[config.mk]
export PLATFORM = sky130hd
export DESIGN_NAME = dst_offset_from_rule_top
export DESIGN_NICKNAME = d
export VERILOG_FILES = /design/src/hdl/dofr_pkg.sv /design/src/hdl/dofr_year.sv /design/src/hdl/dofr_rule.sv /design/src/hdl/dst_offset_from_rule_top.sv
export SDC_FILE = /design/constraint.sdc
export NUM_CORES = 2
export LEC_CHECK = 0
export BUFFER_PORTS_ARGS = -buffer_cell sky130_fd_sc_hd__clkbuf_2
export CAP_MARGIN = 0
export CORE_ASPECT_RATIO = 2
export CORE_MARGIN = 2
export CORE_UTILIZATION = 30
export CTS_BUF_LIST = sky130_fd_sc_hd__clkbuf_16
export CTS_CLUSTER_SIZE = 14
export DETAILED_ROUTE_END_ITERATION = 6
export GPL_ROUTABILITY_DRIVEN = 0
export GPL_TIMING_DRIVEN = 0
export SETUP_SLACK_MARGIN = 0.1
export SYNTH_ARGS = -nofsm -noshare
export SYNTH_HDL_FRONTEND = slang
export SYNTH_SLANG_ARGS = --single-unit
[constraint.sdc]
create_clock -name clk -period 43.3 [get_ports clk]
set_input_delay 6.495 -clock clk [delete_from_list [all_inputs] [get_ports clk]]
set_output_delay 6.495 -clock clk [all_outputs]
set_load 0.05 [all_outputs]
[src/hdl/dofr_pkg.sv]
package dofr_pkg;

  // register indexes on the configuration port
  localparam logic [2:0] REG_BASE_OFFSET    = 3'd0;
  localparam logic [2:0] REG_DST_OFFSET     = 3'd1;
  localparam logic [2:0] REG_START_MONTH    = 3'd2;
  localparam logic [2:0] REG_START_WEEK_DAY = 3'd3;
  localparam logic [2:0] REG_START_TIME     = 3'd4;
  localparam logic [2:0] REG_END_MONTH      = 3'd5;
  localparam logic [2:0] REG_END_WEEK_DAY   = 3'd6;
  localparam logic [2:0] REG_END_TIME       = 3'd7;

  localparam int LAST_WEEK = 5;

  // one transition rule
  typedef struct packed {
    logic [3:0]         month;
    logic [5:0]         week_day;
    logic [16:0]        tod;
    logic signed [17:0] offset;
  } rule_cfg_t;

  // days from 1970-01-01 to jan 1 of year 1970+y, valid for y in -1..140
  function automatic logic signed [17:0] jan1_days(input logic signed [9:0] y);
    int yi;
    yi = int'(y);
    return 18'(yi * 365 + ((yi + 1) >>> 2) - ((yi >= 131) ? 1 : 0));
  endfunction

  // days before month m in a common year
  function automatic logic [8:0] cum_days(input logic [3:0] m);
    case (m)
      4'd1:    return 9'd0;
      4'd2:    return 9'd31;
      4'd3:    return 9'd59;
      4'd4:    return 9'd90;
      4'd5:    return 9'd120;
      4'd6:    return 9'd151;
      4'd7:    return 9'd181;
      4'd8:    return 9'd212;
      4'd9:    return 9'd243;
      4'd10:   return 9'd273;
      4'd11:   return 9'd304;
      4'd12:   return 9'd334;
      default: return 9'd0;
    endcase
  endfunction

  // month length in a common year
  function automatic logic [4:0] month_len(input logic [3:0] m);
    case (m)
      4'd2:                     return 5'd28;
      4'd4, 4'd6, 4'd9, 4'd11:  return 5'd30;
      default:                  return 5'd31;
    endcase
  endfunction

endpackage

[src/hdl/dofr_year.sv]
module dofr_year (
  input  logic        clk,
  input  logic        en,
  input  logic [31:0] utc,
  output logic [7:0]  yoff
);
  import dofr_pkg::*;

  // 2^40/675 rounded up, utc>>7 over 675 gives whole days
  localparam logic [30:0] DAY_RECIP = 31'd1628906116;
  // 2^20/365.2425, first guess at the year
  localparam logic [11:0] YEAR_RECIP = 12'd2871;

  logic [55:0] day_prod_r;
  logic [15:0] days_r;
  logic [27:0] yr_prod_r;
  logic [7:0]  yoff_r;

  logic [15:0] days_nxt;
  logic [7:0]  est;
  logic [7:0]  yoff_nxt;
  logic signed [17:0] j_lo, j_hi, days_s;

  assign days_nxt = day_prod_r[55:40];
  assign est      = yr_prod_r[27:20];
  assign days_s   = $signed({2'b0, days_r});
  assign j_lo     = jan1_days($signed({2'b0, est}));
  assign j_hi     = jan1_days($signed({2'b0, est}) + 10'sd1);

  // guess is off by at most one year
  always_comb begin
    yoff_nxt = est;
    if (days_s < j_lo) begin
      yoff_nxt = est - 8'd1;
    end else if (days_s >= j_hi) begin
      yoff_nxt = est + 8'd1;
    end
  end

  // three stages: day count, year guess, year fix
  always_ff @(posedge clk) begin
    if (en) begin
      day_prod_r <= utc[31:7] * DAY_RECIP;
      days_r     <= days_nxt;
      yr_prod_r  <= days_nxt * YEAR_RECIP;
      yoff_r     <= yoff_nxt;
    end
  end

  assign yoff = yoff_r;

endmodule

[src/hdl/dofr_rule.sv]
module dofr_rule (
  input  logic                      clk,
  input  logic                      en,
  input  logic [7:0]                yoff,
  input  dofr_pkg::rule_cfg_t       cfg,
  output logic signed [35:0]        instant
);
  import dofr_pkg::*;

  // 2^22/7 rounded up, for the weekday
  localparam logic [19:0] WEEK_RECIP = 20'd599187;

  logic signed [5:0]  mz;
  logic signed [9:0]  ya;
  logic [3:0]         mi;
  logic               leap;
  logic signed [17:0] d1_nxt;
  logic [4:0]         len_nxt;

  logic signed [17:0] d1_r, d1b_r, day_r;
  logic [4:0]         len_r, lenb_r;
  logic [36:0]        wprod_r;
  logic signed [35:0] instant_r;

  logic [11:0] wk_t;
  logic [3:0]  wk;
  logic [5:0]  wdy6;
  logic [2:0]  wdy;
  logic [16:0] dpos_a, dpos_b, rem;
  logic [14:0] q;
  logic [2:0]  wd1;
  logic signed [3:0] diff;
  logic [2:0]  delta, lm, back;
  logic [3:0]  s;
  logic signed [17:0] day_nxt;
  logic signed [35:0] secs;

  // week and weekday from the packed field
  assign wk_t = {6'b0, cfg.week_day} * 12'd37;
  assign wk   = wk_t[11:8];
  assign wdy6 = cfg.week_day - ({2'b0, wk} * 6'd7);
  assign wdy  = wdy6[2:0];

  // month and year of the rule, rolling out-of-range months
  always_comb begin
    mz = $signed({2'b0, cfg.month}) - 6'sd1;
    ya = $signed({2'b0, yoff});
    mi = 4'(mz + 6'sd1);
    if (mz < 0) begin
      ya = ya - 10'sd1;
      mi = 4'd12;
    end else if (mz >= 6'sd12) begin
      ya = ya + 10'sd1;
      mi = 4'(mz - 6'sd11);
    end
    leap    = (ya[1:0] == 2'd2) && (ya != 10'sd130);
    d1_nxt  = jan1_days(ya) + $signed({9'b0, cum_days(mi)})
            + $signed({17'b0, leap && (mi > 4'd2)});
    len_nxt = month_len(mi) + {4'b0, leap && (mi == 4'd2)};
  end

  // weekday of the first of the month
  assign dpos_a = 17'(d1_r + 18'sd375);
  assign dpos_b = 17'(d1b_r + 18'sd375);
  assign q      = wprod_r[36:22];
  assign rem    = dpos_b - 17'(q * 17'd7);
  assign wd1    = rem[2:0];

  // transition day
  always_comb begin
    diff  = $signed({1'b0, wdy}) - $signed({1'b0, wd1});
    delta = (diff < 0) ? 3'(diff + 4'sd7) : 3'(diff);
    case (lenb_r)
      5'd28:   lm = 3'd6;
      5'd29:   lm = 3'd0;
      5'd30:   lm = 3'd1;
      default: lm = 3'd2;
    endcase
    s = {1'b0, wd1} + {1'b0, lm};
    if (s >= 4'd7) begin
      s = s - 4'd7;
    end
    back = (s[2:0] >= wdy) ? (s[2:0] - wdy) : 3'(s[2:0] + 3'd7 - wdy);
    if (wk == 4'(LAST_WEEK)) begin
      day_nxt = d1b_r + $signed({13'b0, lenb_r}) - 18'sd1 - $signed({15'b0, back});
    end else begin
      day_nxt = d1b_r + $signed({15'b0, delta})
              + $signed({14'b0, wk}) * 18'sd7 - 18'sd7;
    end
  end

  assign secs = 36'(day_r) * 36'sd86400;

  // four stages: month start, weekday product, day, instant
  always_ff @(posedge clk) begin
    if (en) begin
      d1_r      <= d1_nxt;
      len_r     <= len_nxt;
      wprod_r   <= dpos_a * WEEK_RECIP;
      d1b_r     <= d1_r;
      lenb_r    <= len_r;
      day_r     <= day_nxt;
      instant_r <= secs + $signed({19'b0, cfg.tod}) - 36'(cfg.offset);
    end
  end

  assign instant = instant_r;

endmodule

[src/hdl/dst_offset_from_rule_top.sv]
// Local time offset from a POSIX style daylight rule pair. Each utc_seconds
// transfer yields one result: the daylight offset and dst_active=1 inside
// the DST window of that UTC year, else the base offset. The block is an
// eight stage pipeline that takes one timestamp per cycle; the whole pipe,
// input included, holds while the output is stalled. Configuration writes
// are taken every cycle and should be made while no timestamps are in
// flight.
module dst_offset_from_rule_top (
  input  logic        clk,
  input  logic        rst_n,
  input  logic        in_tvalid,
  output logic        in_tready,
  input  logic [31:0] in_tdata,   // [31:0] utc_seconds
  output logic        out_tvalid,
  input  logic        out_tready,
  output logic [23:0] out_tdata,  // [17:0] offset_seconds, [23:18] zero
  output logic        out_tuser,  // [0] dst_active
  input  logic        cfg_valid,
  output logic        cfg_ready,
  input  logic [2:0]  cfg_index,
  input  logic [17:0] cfg_data
);
  import dofr_pkg::*;

  localparam int DEPTH = 8;

  logic signed [17:0] base_off_r, dst_off_r;
  logic [3:0]  st_month_r, en_month_r;
  logic [5:0]  st_wd_r, en_wd_r;
  logic [16:0] st_tod_r, en_tod_r;

  logic [DEPTH-1:0] vld_r;
  logic [31:0] utc_r [DEPTH-1];
  logic en;
  logic [7:0] yoff;
  rule_cfg_t st_cfg, en_cfg;
  logic signed [35:0] st_inst, en_inst, u;
  logic active;
  logic [17:0] off_r;
  logic act_r;

  assign en        = !vld_r[DEPTH-1] || out_tready;
  assign in_tready = en;
  assign cfg_ready = 1'b1;

  // configuration registers
  always_ff @(posedge clk) begin
    if (!rst_n) begin
      base_off_r <= '0;
      dst_off_r  <= '0;
      st_month_r <= 4'd3;
      st_wd_r    <= 6'd35;
      st_tod_r   <= 17'd3600;
      en_month_r <= 4'd10;
      en_wd_r    <= 6'd35;
      en_tod_r   <= 17'd3600;
    end else if (cfg_valid) begin
      case (cfg_index)
        REG_BASE_OFFSET:    base_off_r <= $signed(cfg_data);
        REG_DST_OFFSET:     dst_off_r  <= $signed(cfg_data);
        REG_START_MONTH:    st_month_r <= cfg_data[3:0];
        REG_START_WEEK_DAY: st_wd_r    <= cfg_data[5:0];
        REG_START_TIME:     st_tod_r   <= cfg_data[16:0];
        REG_END_MONTH:      en_month_r <= cfg_data[3:0];
        REG_END_WEEK_DAY:   en_wd_r    <= cfg_data[5:0];
        REG_END_TIME:       en_tod_r   <= cfg_data[16:0];
        default: ;
      endcase
    end
  end

  assign st_cfg = '{month: st_month_r, week_day: st_wd_r, tod: st_tod_r, offset: base_off_r};
  assign en_cfg = '{month: en_month_r, week_day: en_wd_r, tod: en_tod_r, offset: dst_off_r};

  // valid bits beside the data
  always_ff @(posedge clk) begin
    if (!rst_n) begin
      vld_r <= '0;
    end else if (en) begin
      vld_r <= {vld_r[DEPTH-2:0], in_tvalid};
    end
  end

  // timestamp carried down to the compare
  always_ff @(posedge clk) begin
    if (en) begin
      utc_r[0] <= in_tdata;
      for (int i = 1; i < DEPTH - 1; i++) begin
        utc_r[i] <= utc_r[i-1];
      end
    end
  end

  dofr_year u_year (
    .clk  (clk),
    .en   (en),
    .utc  (in_tdata),
    .yoff (yoff)
  );

  dofr_rule u_start (
    .clk     (clk),
    .en      (en),
    .yoff    (yoff),
    .cfg     (st_cfg),
    .instant (st_inst)
  );

  dofr_rule u_end (
    .clk     (clk),
    .en      (en),
    .yoff    (yoff),
    .cfg     (en_cfg),
    .instant (en_inst)
  );

  // window test, wrapping when start is not before end
  assign u = $signed({4'b0, utc_r[DEPTH-2]});
  always_comb begin
    if (st_inst < en_inst) begin
      active = (u >= st_inst) && (u < en_inst);
    end else begin
      active = (u >= st_inst) || (u < en_inst);
    end
  end

  // output register
  always_ff @(posedge clk) begin
    if (en) begin
      off_r <= active ? dst_off_r : base_off_r;
      act_r <= active;
    end
  end

  assign out_tvalid = vld_r[DEPTH-1];
  assign out_tdata  = {6'b0, off_r};
  assign out_tuser  = act_r;

endmodule

# Word-level counts from Yosys, hierarchy flattened
# Memories as Yosys holds them, arrays and structs flattened.
# Index checks and enable logic that the tools add are counted.
# W data, S select, Z words.
# word_totals
romBits	288
reg_bits	497
wordCells	218
n_memories	3
ram_bits	224
# memory_table
name	words	word_bits	read_ports	rd_clocked_by_memory_dff	write_ports	line	source
utc_r	7	32	7	0	7	dst_offset_from_rule_top.sv:33	logic [31:0] utc_r [DEPTH-1];
(no name shown)	16	9	1	0	0	dofr_pkg.sv:32	case (m)
(no name shown)	16	9	1	0	0	dofr_pkg.sv:32	
# op_classes
n_lt_le_gt_ge	21
addsub	67
n_mul	18
n_eq_ne	29
muxes	30
n_reduce_logical	21
# ops
cell	count
$add A18 B18 Y18	6
$mul A17 B20 Y37 const B	2
$add A36 B18 Y36	2
$sub A18 B18 Y18	4
$sub A36 B18 Y36	2
$mul A18 B11 Y29 const B	2
$mul A10 B10 Y18 const B	3
$mul A25 B29 Y54 const B	1
$mux W18	3
$mux W10	4
$add A18 B10 Y18	2
$add A18 B2 Y18	2
$add A18 B4 Y18	2
$add A18 B6 Y18	2
$ge A33 B36 Y1	1
$lt A33 B36 Y1	1
$lt A36 B36 Y1	1
$sub A18 B2 Y18 const B	2
$sub A18 B4 Y18	2
$sub A18 B4 Y18 const B	2
$add A17 B10 Y17 const B	2
$add A10 B2 Y11 const B	3
$eq A5 B5 Y1 const B	6
$ge A10 B9 Y1 const B	3
49 further kinds	126

# Logic depth before layout (Yosys ltp)
# depth
depth_word	10
ltp_mapped	36
mapped_depth_nobuf	36

# Modules after synthesis
# From an unflattened synthesis, not the netlist that was laid out.
# unflattened
hier_cells	6877
hier_area_um2	70473.8
# by_module_without_submodules
mod	seq_area_each_um2	instances	cells_each	area_each_um2
dofr_year	1441.4	1	2007	20134.3
dofr_rule (u_start)	2972.9	1	1937	18427.7
dofr_rule (u_end)	2972.9	1	1918	18317.6
dst_offset_from_rule_top	9258.9	1	1015	13594.3

# Worst setup path after synthesis
# OpenSTA, ideal clock, no wires.
# synth_timing
kind	input port to output port
from	input port out_tready
to	output port in_tready
arrival_time_ps	16098
slack_ps	20707
stages	3
path_cell_list	nor2b_1 clkbuf_1 clkinv_1
# synth_between
elab_chain_cells	1
# synth_rtl
element	line	source
start, declared	dst_offset_from_rule_top.sv:15	input logic out_tready,
$logic_or A1 B1 Y1	dst_offset_from_rule_top.sv:42	assign en = !vld_r[DEPTH-1] || out_tready;
end, declared	dst_offset_from_rule_top.sv:12	output logic in_tready,
# No other way between the ends.

# Final worst setup path
# Ends and elaborated chain as after synthesis.

==> reports/metrics.cfg <==
[timing]
hold_viol = 0
period_share = 0.350
skew_ns = 0.0440
slew_viol_final = 0
tightest_slew_ns = 1.31
fmaxAchievable_ghz = 0.0660
finalSetupViolations = 0
fin_crit_ns = 15.15
setup-tns-final_ns = 0
rsz0062_at_grt = no
slew_headroom = 0.118

[setup_path]
timing.rr.start = u_year.yr_prod_r[20]
crit_top_cell = clkbuf_2
start_kind = input pin
path_max_fanout = 103
r2r_setup_slack_ns = 33.79
cp_data_arrival_time_ns = 8.66
cp-startpoint = out_tready
cp-end-kind = output pin
criticalPathCategory = input pin to output pin
crit_path_top_delay_cell = clkinv_4
max_stage_delay_ns = 0.51
crit_chain = clkbuf_2 -> nor2b_1 -> clkbuf_1 -> clkinv_4 -> buf_16 -> clkbuf_2
reg2reg_depth = 32
worst_ep_required_time_ns = 36.81
r2r_end = u_year.yoff[5]

[global_routing]
gr-total-overflow = 0
grt.busiest_layer = met2
antenna_found_initial = 25
met1_usage = 0.127
grt_pass1_vias = 51300
grt_pass1_wl_um = 266000
grt_max_degree = 117
use_met3 = 0.0209
gr-usage-met2 = 0.290
gr-usage-all-layers = 0.145

[die]
die_y_um = 683
fp.dieW_um = 344
die_area_sq_um = 235000
core_area_sq_um = 230000
rows = 249
ios = 86
initial_core_util = 0.302

[clock_tree]
ctsHoldBuffers = 0
clkLatencyLatePin_ns = 0.70
cts_tree = yes
cts_buffers = 60
htree_num_levels = 2
cts.clk_slew.worst_paths_ns = 0.07
cts_resized = 0
post_cts_buffers = 0
cts.sinks = 587
clockRootBuffer = clkbuf_16
cts_buffer_depth = 3

[worst_hold_path]
hp-start = utc_r[1][0]
worstHoldEndpoint = utc_r[2][0]
hold_path.class = flip-flop to flip-flop
hold_depth = 0

[route]
drc = 0
routedWlPerCell_um = 17.0
viasPerCell = 4.67
ant_nets = 0
vias = 46200
wl_um = 168000
drt-pass1-iter-count = 5
drt_iter0_drc = 1466

[logic_synthesis]
synth_cell_types = 85
synth_async_sr_flop_share = 0
synth_area_leaders = ha_1 (26%), edfxtp_1 (21%), fa_1 (20%), inv_1 (8.3%), xnor2_1 (3.7%)
yosysMostFrequentCell = inv_1
synth_edf_count = 489
yosysWarningCount = 0
ys_ff_latch = 587
yosys.area.top_type = ha_1
ys_seq_area_frac = 0.240
synth_area_sq_um = 69200
synthFlopType = edfxtp_1
syn_inst = 6675
syn_avg_cell_area_sq_um = 10.4
synth_common_cells = inv_1 (1535), ha_1 (1421), fa_1 (695)
synth_top_area_frac = 0.257

[outcome]
outcome = completed

[final_layout]
area_growth_pct = 9.15
nets = 8994
drive_above_1_share = 0.0358
num-fill-cells = 23200

[placed_design]
hpwl_um = 144000
io_buffers = 71

[run]
max_cap_violations = 0

[logic make-up after synthesis]
kind of cell,Yosys count,share of synthesized area
AOI/OAI and AO/OA,942,0.0894
xor gates and xnor gates,419,0.0530
adders and majority gates,2117,0.458
buffers and inverters,1591,0.0868
DFF,587,0.240
muxes,40,0.00585
other,2,0.000108
and+or+nand+nor,977,0.0666
[worst max-delay path, delay by kind of cell]
family,cells,cell delay (ns)
simple gates,1,0.18
buf+inv,5,1.76
[state kept, by name (all words and copies together) (netlist names), 21 cells and up]
register / flops
u_start.instant: 36
utc_r: 219
u_end.instant: 36
u_year.day_prod_r: 21
[cell usage in the layout (no fill, tap or decap), drive strengths merged, types with 9 or more instances in the layout]
cell	count
a31o	11
ha	1421
and3	30
a211o	9
o21ai	169
o21bai	41
or2	28
fa	695
nor3	76
inv	1550
diode	9
a21o	134
nand3	75
clkbuf	174
dfxtp	98
xor2	128
a221oi	9
a31oi	20
buf	18
edfxtp	489
and2	20
nand4	41
nor2b	51
or3	14
nand2	349
xnor2	291
a2111oi	12
a21boi	84
mux2i	36
o211ai	20
o2111ai	13
clkinv	22
o31ai	16
nor2	208
a21oi	263
nand2b	51
a211oi	38
o21a	41
[metrics by stage]
stage          area (sq um)  cells  utilization  worst slack (ns)  hold slack [ns]
3_5_place_dp          73500   9769        0.320             28.07            0.405
5_1_grt               75600   9880        0.329             27.91            0.418
6_report              75600   9886        0.329             28.15            0.413
2_1_floorplan         69300   6681            -             20.71            0.400
3_3_place_gp          73400   9764        0.320             12.89            0.403
4_1_cts               75600   9876        0.329             28.06            0.412
[layout make-up]
type	count	area [sq um]	share of cell area
Inverter	1539	5780	0.0765
Buffer	52	236	0.00313
Antenna cell	9	22.5	0.000298
Tap cell	3012	3770	0.0499
Sequential cell	587	16600	0.220
Clock inverter	44	440	0.00583
Timing Repair Buffer	77	500	0.00662
Clock buffer	63	1580	0.0209
Multi-Input combinational cell	4503	46600	0.617
[layer usage]
metal | wire, um | vias to the layer above
met5 | 150 | -
met4 | 13900 | 24
li1 | - | 22300
met1 | 54000 | 22600
met2 | 93800 | 781
met3 | 5900 | 487
[worst max path at each step]
stage	endpoint	slack, ns	cells past startpoint
finish	in_tready	28.15	6
global route	in_tready	27.91	6
global placement	in_tready	12.89	5
floorplan	in_tready	20.71	3
detailed placement	in_tready	28.07	6
CTS	in_tready	28.06	6
Power is left out: the tool's default activity adds up to more than one toggle a clock period on the data nets, which glitch-free logic cannot reach.
